[config.mk]
export PLATFORM = sky130hd
export DESIGN_NAME = pft_ram
export DESIGN_NICKNAME = d
export VERILOG_FILES = /design/src/rtl/pft_ram.sv
export SDC_FILE = /design/constraint.sdc
export NUM_CORES = 1
export LEC_CHECK = 0
export BUFFER_PORTS_ARGS = -buffer_cell sky130_fd_sc_hd__buf_2
export CAP_MARGIN = 5
export CORE_MARGIN = 1.5
export CORE_UTILIZATION = 55
export CTS_CLUSTER_SIZE = 16
export DETAILED_ROUTE_END_ITERATION = 12
export PLACE_DENSITY = 0.71
export SKIP_CTS_REPAIR_TIMING = 1
export SYNTH_ARGS = -nofsm -noshare
export SYNTH_HDL_FRONTEND = slang
export SYNTH_SLANG_ARGS = --single-unit
[constraint.sdc]
create_clock -name i_clk -period 5.5 [get_ports i_clk]
set_input_delay 1.1 -clock i_clk [delete_from_list [all_inputs] [get_ports i_clk]]
set_output_delay 1.1 -clock i_clk [all_outputs]
set_load 0.05 [all_outputs]
[src/rtl/pft_ram.sv]
// Generic single-port-write, single-port-read RAM with registered read.
module pft_ram #(
    parameter int WIDTH = 8,
    parameter int DEPTH = 16
) (
    input  logic                     i_clk,
    input  logic                     i_we,
    input  logic [$clog2(DEPTH)-1:0] i_waddr,
    input  logic [WIDTH-1:0]         i_wdata,
    input  logic                     i_re,
    input  logic [$clog2(DEPTH)-1:0] i_raddr,
    output logic [WIDTH-1:0]         o_rdata
);

    logic [WIDTH-1:0] r_mem [DEPTH];
    logic [WIDTH-1:0] r_rdata;

    always_ff @(posedge i_clk) begin
        if (i_we) begin
            r_mem[i_waddr] <= i_wdata;
        end
        if (i_re) begin
            r_rdata <= r_mem[i_raddr];
        end
    end

    assign o_rdata = r_rdata;

endmodule

==> metrics.txt <==
# TYPE chip_impl_metric gauge
chip_impl_metric{name="grt_max_degree",unit=""} 33
chip_impl_metric{name="synth_cell_type_count",unit=""} 18
chip_impl_metric{name="cp_max_fo",unit=""} 32
chip_impl_info{name="cp_top_family",value="buffers and inverters"} 1
chip_impl_metric{name="worstHoldPathCells",unit=""} 3
chip_impl_metric{name="layout.filler_cells",unit=""} 588
chip_impl_metric{name="gr-usage-met1",unit=""} 0.339
chip_impl_metric{name="final_antenna_net_count",unit=""} 0
chip_impl_info{name="yosysMostFrequentCell",value="edfxtp_1"} 1
chip_impl_info{name="worst_hold_path.endpoint",value="o_rdata[3]"} 1
chip_impl_info{name="synth_top_cell_by_area",value="edfxtp_1"} 1
chip_impl_info{name="post_synth_most_frequent_cells",value="136 x edfxtp_1, 18 x mux4_2, 16 x a22oi_1"} 1
chip_impl_metric{name="arrival_worst_endpoint",unit="ns"} 2.93
chip_impl_metric{name="switchingPower",unit="uW"} 491
chip_impl_metric{name="boundary_pin_count",unit=""} 27
chip_impl_metric{name="tns",unit="ns"} 0
chip_impl_metric{name="effective_utilization_at_floorplan",unit=""} 0.566
chip_impl_metric{name="drt_pre_antenna_iters",unit=""} 5
chip_impl_info{name="regToRegStartpoint",value="r_mem[0][5]"} 1
chip_impl_info{name="ys_dominant_reg_cell",value="edfxtp_1"} 1
chip_impl_metric{name="setup_viol",unit=""} 0
chip_impl_metric{name="cts.reportedPaths.clkPinSlew",unit="ns"} 0.06
chip_impl_info{name="cts_tree",value="built"} 1
chip_impl_metric{name="die_y",unit="microns"} 100
chip_impl_info{name="run_status",value="finished clean"} 1
chip_impl_info{name="critical_path.slowest_cell",value="buf_2"} 1
chip_impl_metric{name="post_synthesis_register_bit_count",unit=""} 136
chip_impl_metric{name="post-route-drc-count",unit=""} 0
chip_impl_metric{name="dp.final_hpwl",unit="mm"} 5.94
chip_impl_metric{name="fin_worst_hold_slack",unit="ns"} 0.770
chip_impl_metric{name="first_iter_violations",unit=""} 229
chip_impl_metric{name="buffer_ports.inserted",unit=""} 26
chip_impl_metric{name="area_taken_by_multi_input_logic_gates",unit="sq um"} 1070
chip_impl_metric{name="synth_cells",unit=""} 229
chip_impl_metric{name="drt-wirelength-per-cell",unit="microns"} 25.9
chip_impl_metric{name="power.sequential.fraction",unit=""} 0.483
chip_impl_info{name="grt_setup_unrepaired",value="no"} 1
chip_impl_metric{name="reg2reg_slack",unit="ns"} 3.98
chip_impl_metric{name="slew_viol_final",unit=""} 0
chip_impl_metric{name="grt.total_usage",unit=""} 0.234
chip_impl_metric{name="routed-via-count",unit=""} 2537
chip_impl_metric{name="vias_in_the_first_global_route",unit=""} 2479
chip_impl_metric{name="worst_slew_margin_rel",unit=""} 0.283
chip_impl_metric{name="number_of_h_tree_levels",unit=""} 4
chip_impl_info{name="worst_setup_path_end_kind",value="flip-flop"} 1
chip_impl_info{name="class_of_the_worst_hold_path",value="reg2reg"} 1
chip_impl_metric{name="ys_warn_count",unit=""} 0
chip_impl_info{name="regToRegEndpoint",value="o_rdata[5]"} 1
chip_impl_metric{name="cap_violations",unit=""} 0
chip_impl_metric{name="worst_skew_pair.late_latency",unit="ns"} 0.52
chip_impl_metric{name="total_leakage_power",unit="nW"} 2.02
chip_impl_metric{name="die_width",unit="microns"} 100
chip_impl_metric{name="cts.path.max_buffers",unit=""} 2
chip_impl_metric{name="critPathRequiredTime",unit="ns"} 5.77
chip_impl_metric{name="netlist.area_leader.share",unit=""} 0.781
chip_impl_metric{name="insertedDiodeCount",unit=""} 0
chip_impl_metric{name="core_area",unit="sq um"} 9240
chip_impl_metric{name="drt-vias-per-instance",unit=""} 6.22
chip_impl_metric{name="grt_overflow",unit=""} 0
chip_impl_metric{name="register_area",unit="sq um"} 4080
chip_impl_metric{name="synth-seq-area-share",unit=""} 0.781
chip_impl_metric{name="p_per_area",unit="nW/um^2"} 402
chip_impl_metric{name="clockPowerShare",unit=""} 0.468
chip_impl_metric{name="worst_r2r_path_depth",unit=""} 3
chip_impl_metric{name="area.growth.synth_to_final",unit="%"} 15.9
chip_impl_info{name="grt-busiest-layer",value="met2"} 1
chip_impl_metric{name="power.combinational.fraction",unit=""} 0.049
chip_impl_metric{name="finalCritPeriodShare",unit=""} 0.484
chip_impl_metric{name="gp_congestion",unit=""} 0.754
chip_impl_metric{name="p_sw_frac",unit=""} 0.202
chip_impl_metric{name="report.final.hold_viol_count",unit=""} 0
chip_impl_info{name="synth.top_cells.by_area",value="edfxtp_1 78%, mux4_2 7.8%, mux4_1 7.0%"} 1
chip_impl_metric{name="routed_wirelength",unit="mm"} 10.6
chip_impl_info{name="cts_root_buffer",value="clkbuf_8"} 1
chip_impl_metric{name="period_needed",unit="ns"} 2.66
chip_impl_metric{name="final_net_count",unit=""} 285
chip_impl_metric{name="grt_first_pass_wirelength",unit="mm"} 15.7
chip_impl_metric{name="max_stage_delay",unit="ns"} 0.80
chip_impl_metric{name="worstPathBufferInverterCount",unit=""} 1
chip_impl_info{name="hold_path_startpoint",value="r_mem[8][3]"} 1
chip_impl_metric{name="floorplan.rows",unit=""} 35
chip_impl_info{name="crit_type",value="in2reg"} 1
chip_impl_metric{name="grt.met3_usage",unit=""} 0.0548
chip_impl_metric{name="vdd_ir_drop_max",unit="mV"} 0.343
chip_impl_metric{name="die_area",unit="sq um"} 10100
chip_impl_metric{name="avgSynthCellArea",unit="sq um"} 22.8
chip_impl_metric{name="share_of_cells_above_drive_strength_1",unit=""} 0.280
chip_impl_metric{name="worstMarginPinSlew",unit="ns"} 1.07
chip_impl_metric{name="synthesis.nets",unit=""} 248
chip_impl_metric{name="antenna_violations_before_repair",unit=""} 0
chip_impl_metric{name="post_synth_instance_area",unit="sq um"} 5230
chip_impl_metric{name="fin_util",unit=""} 0.656
chip_impl_metric{name="p_int",unit="mW"} 1.94
chip_impl_metric{name="synth_enable_flop_cells",unit=""} 136
chip_impl_info{name="timing.critical_path.cells",value="buf_2 -> mux4_1 -> a22oi_1 -> nand2_1"} 1
chip_impl_metric{name="grt_util_met2",unit=""} 0.346
chip_impl_metric{name="maxClockFrequency",unit="MHz"} 376
chip_impl_metric{name="timing.clock.skew",unit="ns"} 0.00617
chip_impl_info{name="crit_path_start_kind",value="input pin"} 1
chip_impl_metric{name="clock_buffer_count_from_cts",unit=""} 17
chip_impl_metric{name="ys_async_sr_fraction",unit=""} 0
chip_impl_metric{name="cts.sinks",unit=""} 136
[metrics by stage]
stage,setup WS [ns],instances,power (mW),instance area [sq um]
global route,2.69,408,2.50,6060
CTS,2.79,408,2.44,6060
detailed placement,2.28,376,1.31,5460
global placement,2.28,376,1.31,5460
finish,2.84,408,2.43,6060
floorplan,2.91,229,1.27,5230
[worst max-delay path by stage]
stage / from / endpoint / slack [ns] / cells after the start
floorplan: i_waddr[2] / r_mem[0][0] / 2.91 / 2
global placement: i_raddr[0] / o_rdata[4] / 2.28 / 4
detailed placement: i_raddr[0] / o_rdata[4] / 2.28 / 4
CTS: i_raddr[0] / o_rdata[4] / 2.79 / 4
global route: i_raddr[0] / o_rdata[1] / 2.69 / 4
finish: i_raddr[0] / o_rdata[4] / 2.84 / 4
[area by class of cell]
cell class	count	area share
Sequential cell	136	0.674
Multi-Input combinational cell	83	0.176
Clock buffer	19	0.0696
Clock inverter	13	0.0293
Tap cell	129	0.0266
Timing Repair Buffer	28	0.0240
[flip-flops by register name, summed over array words and instances, names as in the netlist]
| register | flops |
|---|---|
| o_rdata | 8 |
| r_mem | 128 |
[worst reg2reg max path: stages, from the launching register on]
cell	delay [ns]
edfxtp_1	0.42
mux4_1	0.54
a22oi_1	0.24
nand2_1	0.07
[routing by layer]
layer / vias to the layer above / part of all wire / routed length [microns]
met1: 1311 / 0.42 / 4420
met5: - / 0 / 0
met2: 151 / 0.49 / 5150
li1: 1059 / - / -
met4: 0 / 0.019 / 203
met3: 16 / 0.077 / 815
[layout by cell type, fill, tap and decap left out, drive strengths merged]
| cell | instances |
|---|---|
| a22oi | 16 |
| and2 | 1 |
| and2b | 1 |
| buf | 28 |
| bufinv | 4 |
| clkbuf | 19 |
| clkinv | 7 |
| clkinvlp | 1 |
| edfxtp | 136 |
| inv | 1 |
| mux4 | 32 |
| nand2 | 9 |
| nand2b | 2 |
| nand3 | 1 |
| nand3b | 2 |
| nor2 | 13 |
| nor2b | 1 |
| nor3 | 4 |
| or3b | 1 |
[power groups by stage]
stage	combinational, mW	clock [mW]	sequential [mW]
2_1_floorplan	0.0589	0	1.21
3_3_place_gp	0.116	0	1.19
3_5_place_dp	0.118	0	1.20
4_1_cts	0.120	1.15	1.18
5_1_grt	0.128	1.19	1.18
6_report	0.119	1.14	1.18
[logic make-up (layout without fill, tap and decap cells)]
family	Yosys count	in the layout	share of synthesized area
flops	136	136	0.781
simple gates	35	35	0.0314
mux	32	32	0.148
compound gates	16	16	0.0230
buf+inv	10	60	0.0165
Note: power is estimated with default switching activity, not from simulation.
