**src/rtl/pft_pkg.sv**
```systemverilog
// Types, constants and codes of the Pareto filter table.
package pft_pkg;

    localparam int TABLE_DEPTH = 64;
    localparam int ADDR_W      = $clog2(TABLE_DEPTH);
    localparam int CNT_W       = $clog2(TABLE_DEPTH + 1);
    localparam int OUT_CNT_W   = 7;
    localparam int VAL_W       = 32;
    localparam int MARGIN_W    = 16;
    localparam int MODE_W      = 2;
    localparam int CFG_IDX_W   = 1;
    localparam int ENTRY_W     = 2 * VAL_W;

    localparam logic [MODE_W-1:0] MODE_CHECK   = 2'd0;
    localparam logic [MODE_W-1:0] MODE_ADD     = 2'd1;
    localparam logic [MODE_W-1:0] MODE_EXTRACT = 2'd2;
    localparam logic [MODE_W-1:0] MODE_INIT    = 2'd3;

    localparam logic [CFG_IDX_W-1:0] CFG_BETA  = 1'b0;
    localparam logic [CFG_IDX_W-1:0] CFG_GAMMA = 1'b1;

    localparam logic [MARGIN_W-1:0] BETA_RESET  = 16'd64881;
    localparam logic [MARGIN_W-1:0] GAMMA_RESET = 16'd1;

    localparam logic [OUT_CNT_W-1:0] FULL_CNT = OUT_CNT_W'(TABLE_DEPTH);

    typedef struct packed {
        logic [VAL_W-1:0] viol;
        logic [VAL_W-1:0] obj;
    } t_entry;

    typedef struct packed {
        logic [MODE_W-1:0]   mode;
        logic [VAL_W-1:0]    t;
        logic [VAL_W-1:0]    f;
        logic [VAL_W-1:0]    gt;
        logic [MARGIN_W-1:0] beta;
    } t_cmp_ctl;

    typedef struct packed {
        logic   valid;
        t_entry entry;
        logic   kill;
        logic   pass;
    } t_cmp_res;

endpackage

```
**src/rtl/pft_cmp.sv**
```systemverilog
// Entry compare stage: margin product, acceptance and removal tests per entry.
module pft_cmp (
    input  logic              i_clk,
    input  logic              i_rst_n,
    input  logic              i_valid,
    input  pft_pkg::t_entry   i_entry,
    input  pft_pkg::t_cmp_ctl i_ctl,
    output pft_pkg::t_cmp_res o_res
);

    logic                          r_valid;
    pft_pkg::t_entry               r_entry;
    logic [pft_pkg::VAL_W-1:0]     r_bt;
    logic [pft_pkg::VAL_W+pft_pkg::MARGIN_W-1:0] w_prod;
    logic signed [pft_pkg::VAL_W+1:0] w_lhs;
    logic signed [pft_pkg::VAL_W+1:0] w_rhs;
    logic                          w_dom;
    logic                          w_eq;

    assign w_prod = (pft_pkg::VAL_W + pft_pkg::MARGIN_W)'(i_ctl.beta)
                  * (pft_pkg::VAL_W + pft_pkg::MARGIN_W)'(i_entry.viol);

    always_ff @(posedge i_clk) begin
        if (!i_rst_n) begin
            r_valid <= 1'b0;
        end else begin
            r_valid <= i_valid;
        end
        r_entry <= i_entry;
        r_bt    <= w_prod[pft_pkg::VAL_W+pft_pkg::MARGIN_W-1:pft_pkg::MARGIN_W];
    end

    always_comb begin
        w_lhs = $signed({{2{i_ctl.f[pft_pkg::VAL_W-1]}}, i_ctl.f})
              + $signed({2'b00, i_ctl.gt});
        w_rhs = $signed({{2{r_entry.obj[pft_pkg::VAL_W-1]}}, r_entry.obj});
        w_dom = (i_ctl.t <= r_entry.viol) && ($signed(i_ctl.f) <= $signed(r_entry.obj));
        w_eq  = (i_ctl.t == r_entry.viol) && (i_ctl.f == r_entry.obj);
    end

    always_comb begin
        o_res.valid = r_valid;
        o_res.entry = r_entry;
        o_res.pass  = (i_ctl.t <= r_bt) || (w_lhs <= w_rhs);
        case (i_ctl.mode)
            pft_pkg::MODE_ADD:     o_res.kill = w_dom;
            pft_pkg::MODE_EXTRACT: o_res.kill = w_eq;
            default:               o_res.kill = 1'b0;
        endcase
    end

endmodule

```
**config.mk**
```make
export PLATFORM = sky130hd
export DESIGN_NAME = pft_cmp
export DESIGN_NICKNAME = d
export VERILOG_FILES = /design/src/rtl/pft_pkg.sv /design/src/rtl/pft_cmp.sv
export SDC_FILE = /design/constraint.sdc
export NUM_CORES = 1
export LEC_CHECK = 0
export ABC_AREA = 1
export BUFFER_PORTS_ARGS = -buffer_cell sky130_fd_sc_hd__buf_2
export CAP_MARGIN = 20
export CORE_MARGIN = 4
export CORE_UTILIZATION = 40
export DETAILED_ROUTE_END_ITERATION = 6
export PLACE_DENSITY = 0.71
export SYNTH_ARGS = -nofsm -noshare
export SYNTH_HDL_FRONTEND = slang
export SYNTH_SLANG_ARGS = --single-unit
```
**constraint.sdc**
```tcl
create_clock -name i_clk -period 6.8 [get_ports i_clk]
set_clock_uncertainty 0.1 [all_clocks]
set_input_delay 1.36 -clock i_clk [delete_from_list [all_inputs] [get_ports i_clk]]
set_output_delay 1.36 -clock i_clk [all_outputs]
set_load 0.005 [all_outputs]
```
==> flow_metrics.env, run 1 <==
export IMPL_status="completed"
export IMPL_hold_path_class="in2reg"
export IMPL_tritoncts="yes"
export IMPL_cp_end_kind="register"
export IMPL_finalCritPeriodShare=0.960
export IMPL_grt_pass1_vias=22300
export IMPL_synth_top_flop_cell="dfxtp_1"
export IMPL_fillers=6087
export IMPL_finalCriticalPeriod_ns=6.53
export IMPL_drt_pass1_iter_count=5
export IMPL_routed_wl_um=72400
export IMPL_ant_nets=0
export IMPL_synth_cells=3326
export IMPL_wl_per_cell_um=16.4
export IMPL_fin_area_mm2=0.0277
export IMPL_max_freq_mhz=153
export IMPL_dieArea_mm2=0.0649
export IMPL_ctsRootBufferMaster="clkbuf_16"
export IMPL_critPathKind="in2reg"
export IMPL_antenna_found_initial=2
export IMPL_dp_hpwl_um=64500
export IMPL_cts_setup_buffers=0
export IMPL_drt_iter0_drc=1336
export IMPL_synth_edf_count=0
export IMPL_synth_async_sr_flop_share=0
export IMPL_critPathRequiredTime_ns=6.97
export IMPL_initial_utilization=0.404
export IMPL_most_common_layout_cells="nand2_1, inv_1, fa_1"
export IMPL_ios=248
export IMPL_grt_usage=0.226
export IMPL_cap_violations=0
export IMPL_synth_seq_cells=97
export IMPL_crit_fanout=15
export IMPL_tightest_slew_ns=0.710
export IMPL_arrival_ns=6.71
export IMPL_cp_start_kind="input port"
export IMPL_grt_pass1_wl_um=117000
export IMPL_hold_end="o_res[14]$_DFF_P_"
export IMPL_area_delta_synth_final_pct=13.7
export IMPL_portBuffers=247
export IMPL_die_h_um=255
export IMPL_synth_area_mm2=0.0244
export IMPL_cts_made_buffers=9
export IMPL_num_rows=90
export IMPL_finalHoldViolCount=0
export IMPL_grt_setup_unrepaired="false"
export IMPL_gp_congestion=0.981
export IMPL_synth_nets=4207
export IMPL_yosysWarnings=0
export IMPL_setup_violations=0
export IMPL_pre_cts_ws_ns=-0.224
export IMPL_drc=0
export IMPL_vias=21500
export IMPL_yosysSeqAreaShare=0.0797
export IMPL_placed_area_mm2=0.0274
export IMPL_cts_max_path_buffers=2
export IMPL_nNetsFinal=4498
export IMPL_whs_ns=0.961
export IMPL_final_common_cell="nand2_1"
export IMPL_layout_drive_gt1_share=0.120
export IMPL_die_width_um=255
export IMPL_slew_headroom=0.523
export IMPL_cts_sinks=97
export IMPL_worstHoldStart="i_entry[12]"
export IMPL_grt_max_degree=32
export IMPL_via_per_inst=4.89
export IMPL_synth_cell_types=43
export IMPL_htreeDepth=3
export IMPL_finalMaxSlewViolations=0
export IMPL_core_mm2=0.0604
export IMPL_grt_overflow_total=0
export IMPL_diodes=0
export IMPL_tns_ns=0
export IMPL_cts_hold_buf=0
export IMPL_cts_resized=0
export IMPL_postSynthAreaPerCell_um2=7.33
export IMPL_holdPathStages=1
export IMPL_fin_ws_ns=0.269
export IMPL_path_clk_slew_ns=0.09
## final cells by class
cell class                      instances  area [um2]  area share
Clock buffer                            9         225     0.00813
Clock inverter                          6        66.3     0.00239
Inverter                              890        3340       0.121
Multi-Input combinational cell       2228       18700       0.674
Sequential cell                        97        1940      0.0701
Tap cell                              782         978      0.0353
Timing Repair Buffer                  391        2480      0.0894
## layer usage
metal	track usage	wire length, um
met1	0.295	31200
met2	0.391	34900
met3	0.0305	3800
met4	0.0767	2540
met5	0	28
## state kept, by name (all words and copies together) (netlist names)
register,flops
r_bt,32
o_res,64
r_valid,1
## worst max path at each step
stage	depth (start not counted)	endpoint	from	slack [ns]
after floorplan	21	r_bt[25]$_DFF_P_	i_entry[48]	0.22
after global placement	19	r_bt[15]$_DFF_P_	i_ctl[1]	-0.20
after detailed placement	19	r_bt[15]$_DFF_P_	i_ctl[1]	-0.22
after CTS	19	r_bt[15]$_DFF_P_	i_ctl[1]	0.17
after global routing	27	r_bt[25]$_DFF_P_	i_ctl[5]	0.002
final	19	r_bt[15]$_DFF_P_	i_entry[53]	0.27
## worst max-delay path, stage by stage
cell and delay, ns:
buf_2 0.37, nand2_1 0.15, fa_1 0.55, inv_1 0.05, fa_1 0.48, fa_1 0.60, fa_1 0.45, fa_1 0.55
inv_1 0.06, fa_1 0.55, inv_1 0.05, ha_1 0.34, a21oi_1 0.20, o21ai_1 0.14, o21bai_1 0.19, a21oi_1 0.12
nand2_1 0.16, xor2_1 0.18, buf_4 0.15
## cells in the mapped netlist, types with 2 or more instances
cell type | n | area share
nand2_1 | 889 | 0.14
inv_1 | 877 | 0.14
fa_1 | 418 | 0.34
ha_1 | 282 | 0.14
nor2_1 | 175 | 0.027
a21oi_1 | 150 | 0.031
clkbuf_1 | 110 | 0.017
dfxtp_1 | 97 | 0.080
nand3_1 | 66 | 0.014
o21ai_0 | 57 | 0.012
xor2_1 | 31 | 0.011
nand4_1 | 20 | 0.0051
a21o_1 | 19 | 0.0059
nor3_1 | 19 | 0.0039
o21a_1 | 14 | 0.0043
inv_2 | 13 | 0.0020
o21bai_1 | 12 | 0.0037
xnor2_1 | 12 | 0.0043
nor4_1 | 6 | 0.0015
o21ai_1 | 6 | 0.0012
a21boi_0 | 5 | 0.0015
a31oi_1 | 5 | 0.0013
a21boi_1 | 4 | 0.0012
nand2_2 | 4 | 0.0010
o211ai_1 | 4 | 0.0012
a211oi_1 | 3 | 0.00092
and2_1 | 3 | 0.00077
a21oi_2 | 2 | 0.00072
and3_1 | 2 | 0.00051
nand3_2 | 2 | 0.00082
nand3b_1 | 2 | 0.00062
nor2_2 | 2 | 0.00051
nor3b_1 | 2 | 0.00062
o2111ai_1 | 2 | 0.00072
o211ai_2 | 2 | 0.0010
o311ai_0 | 2 | 0.00072
## cell families after synthesis
family,Yosys count,share of synthesized area
AO/OA/AOI/OAI,290,0.0683
XOR/XNOR,43,0.0155
adder cells (fa/ha/maj),700,0.488
buffers and inverters,1001,0.154
flip-flops,97,0.0797
AND/OR/NAND/NOR,1195,0.194
## per-stage QoR
stage                      util  cells
after floorplan               -   3326
after CTS                 0.459   4403
after global routing      0.459   4403
final                     0.459   4403
after global placement    0.454   4388
after detailed placement  0.454   4388
Power of run 1 is left out: the tool's default activity adds up to more than one toggle a clock period on the data nets, which glitch-free logic cannot reach.
==> run 2: changes to the inputs <==
--- a/config.mk
+++ b/config.mk
@@ -5,7 +5,6 @@
 export SDC_FILE = /design/constraint.sdc
 export NUM_CORES = 1
 export LEC_CHECK = 0
-export ABC_AREA = 1
 export BUFFER_PORTS_ARGS = -buffer_cell sky130_fd_sc_hd__buf_2
 export CAP_MARGIN = 20
 export CORE_MARGIN = 4
==> run 2 against run 1 <==
  * Global-route usage is 1.7 points lower
  * Clock-buffer cell count stayed put
  * Highest routed layer unchanged
  * Final cell count is 16% lower
  * Non-clock buffer count is 109 higher
==> flow_metrics.env, run 2 <==
export IMPL_fin_area_mm2=0.0276
export IMPL_wl_per_cell_um=17.1
export IMPL_yosys_area_top_type_share=0.376
export IMPL_core_mm2=0.0551
export IMPL_synth_seq_cells=97
export IMPL_cts_sinks=97
export IMPL_placed_area_mm2=0.0261
export IMPL_setup_violations=0
export IMPL_most_common_layout_cells="inv_1, fa_1, nand2_1"
export IMPL_layout_drive_gt1_share=0.227
export IMPL_finalCritPeriodShare=0.994
export IMPL_ctsRootBufferMaster="clkbuf_16"
export IMPL_slew_headroom=0.522
export IMPL_yosysSeqAreaShare=0.0872
export IMPL_yosysTopAreaCell="fa_1"
export IMPL_portBuffers=247
export IMPL_synth_fa_ha_area_frac=0.534
export IMPL_synth_xor_xnor_area_share=0.0216
export IMPL_synth_area_mm2=0.0223
export IMPL_synthMuxAreaShare=0.000955
export IMPL_yosys_top_cells_count="inv_1, fa_1, nand2_1"
export IMPL_synth_most_common_cell="inv_1"
export IMPL_whs_ns=0.975
export IMPL_die_h_um=244
export IMPL_via_per_inst=4.98
export IMPL_htreeDepth=3
export IMPL_hold_end="o_res[9]$_DFF_P_"
export IMPL_yosysWarnings=0
export IMPL_synth_compound_area_frac=0.0873
export IMPL_antenna_found_initial=1
export IMPL_grt_setup_unrepaired="true"
export IMPL_arrival_ns=6.93
export IMPL_initial_utilization=0.404
export IMPL_critPathKind="in2reg"
export IMPL_max_freq_mhz=148
export IMPL_nNetsFinal=3813
export IMPL_ios=248
export IMPL_cp_end_kind="register"
export IMPL_crit_chain="buf_12, buf_6, and2_4, fa_1, inv_2, fa_1, fa_2, inv_2, fa_1, fa_1, inv_1, fa_1, inv_2, ha_4, buf_6, a21oi_4, o21ai_2, a31oi_2, or3b_4, a31o_4, a21oi_2, o211ai_1, nor2b_1"
export IMPL_ant_nets=0
export IMPL_grt_overflow_total=0
export IMPL_cap_violations=0
export IMPL_tightest_slew_ns=0.711
export IMPL_vias=18400
export IMPL_cpMostUsedCell="fa_1"
export IMPL_num_rows=86
export IMPL_top_layer="met5"
export IMPL_path_clk_slew_ns=0.08
export IMPL_synth_cells=2505
export IMPL_holdPathStages=1
export IMPL_route_met3_wl_um=5370
export IMPL_finalMaxSlewViolations=0
export IMPL_drt_pass1_iter_count=5
export IMPL_synth_cell_types=67
export IMPL_finalHoldViolCount=0
export IMPL_synth_nets=3386
export IMPL_m1WireLength_um=26100
export IMPL_final_common_cell="inv_1"
export IMPL_tns_ns=0
export IMPL_gp_congestion=0.922
export IMPL_critPathRequiredTime_ns=6.97
export IMPL_synth_top_family_by_area="adder cells"
export IMPL_largest_register_ffs=64
export IMPL_ys_top_cells_by_area="fa_1, ha_1, inv_1"
export IMPL_hold_path_class="in2reg"
export IMPL_dp_hpwl_um=54800
export IMPL_grt_pass1_wl_um=100000
export IMPL_cts_max_path_buffers=2
export IMPL_drc=0
export IMPL_grt_pass1_vias=19100
export IMPL_synth_edf_count=0
export IMPL_cp_buffers_inverters=7
export IMPL_synth_async_sr_flop_share=0
export IMPL_die_width_um=244
export IMPL_wl_met2_um=29800
export IMPL_routed_wl_um=63000
export IMPL_grt_max_degree=32
export IMPL_area_delta_synth_final_pct=23.9
export IMPL_cts_made_buffers=9
export IMPL_fillers=5054
export IMPL_tritoncts="yes"
export IMPL_crit_slowest_cell="fa_2"
export IMPL_drt_iter0_drc=866
export IMPL_worstHoldStart="i_entry[7]"
export IMPL_cp_start_kind="input port"
export IMPL_status="completed"
export IMPL_synth_top_flop_cell="dfxtp_1"
export IMPL_synth_simple_gate_area_frac=0.161
export IMPL_cpLargestDelayFamily="adder cells"
export IMPL_crit_fanout=5
export IMPL_grt_usage=0.209
export IMPL_postSynthAreaPerCell_um2=8.89
export IMPL_finalCriticalPeriod_ns=6.76
export IMPL_dieArea_mm2=0.0595
export IMPL_cpPeakStageDelay_ns=0.59
run 2: kinds of logic after synthesis:
| logic type | Yosys count |
|---|---|
| buffers and inverters | 635 |
| adder cells (fa/ha/maj) | 700 |
| XOR/XNOR | 55 |
| flip-flops | 97 |
| multiplexers | 2 |
| AO/OA/AOI/OAI | 285 |
| AND/OR/NAND/NOR | 731 |
run 2: area by class of cell:
class                   count  area (um2)  area share
repair buffers            500        3710       0.134
diodes                      2        5.00    0.000181
inverters                 551        2070      0.0750
multi-input cells        1773       18600       0.675
well taps                 748         936      0.0339
flip-flops and latches     97        1940      0.0704
clock inverters             7        93.8     0.00340
clock buffers               9         225     0.00816
run 2: worst max path at each step:
stage / to / slack, ns / cells after the start / startpoint
4_1_cts: r_bt[29]$_DFF_P_ / 0.005 / 23 / i_ctl[7]
5_1_grt: r_bt[26]$_DFF_P_ / -0.12 / 22 / i_entry[39]
6_report: r_bt[26]$_DFF_P_ / 0.04 / 23 / i_ctl[5]
2_1_floorplan: r_bt[31]$_DFF_P_ / -0.008 / 20 / i_entry[59]
3_5_place_dp: r_bt[31]$_DFF_P_ / -0.62 / 22 / i_entry[52]
3_3_place_gp: r_bt[31]$_DFF_P_ / -0.58 / 22 / i_ctl[3]
run 2: what timing repair did:
item | CTS | global route
setup endpoints to repair | 14 | 23
cloned | 0 | 4
setup buffers | 3 | 11
resized for setup | 44 | 205
pin swaps | 12 | 111
endpoints found under the hold margin | 0 | 0
hold buffers | 0 | 0
run 2: through the flow:
step	cells	utilization	setup WS, ns
final	3687	0.501	0.0393
after global routing	3685	0.501	-0.115
after CTS	3670	0.483	0.00483
after detailed placement	3651	0.474	-0.621
after global placement	3651	0.474	-0.578
after floorplan	2505	-	-0.00801
run 2: per-layer routing:
metal | vias to the layer above | global-route usage
met3 | 113 | 0.0480
met4 | 2 | 0.0515
met5 | - | 0
li1 | 8601 | -
met1 | 8989 | 0.276
met2 | 653 | 0.349
Power of run 2 is left out for the same reason.
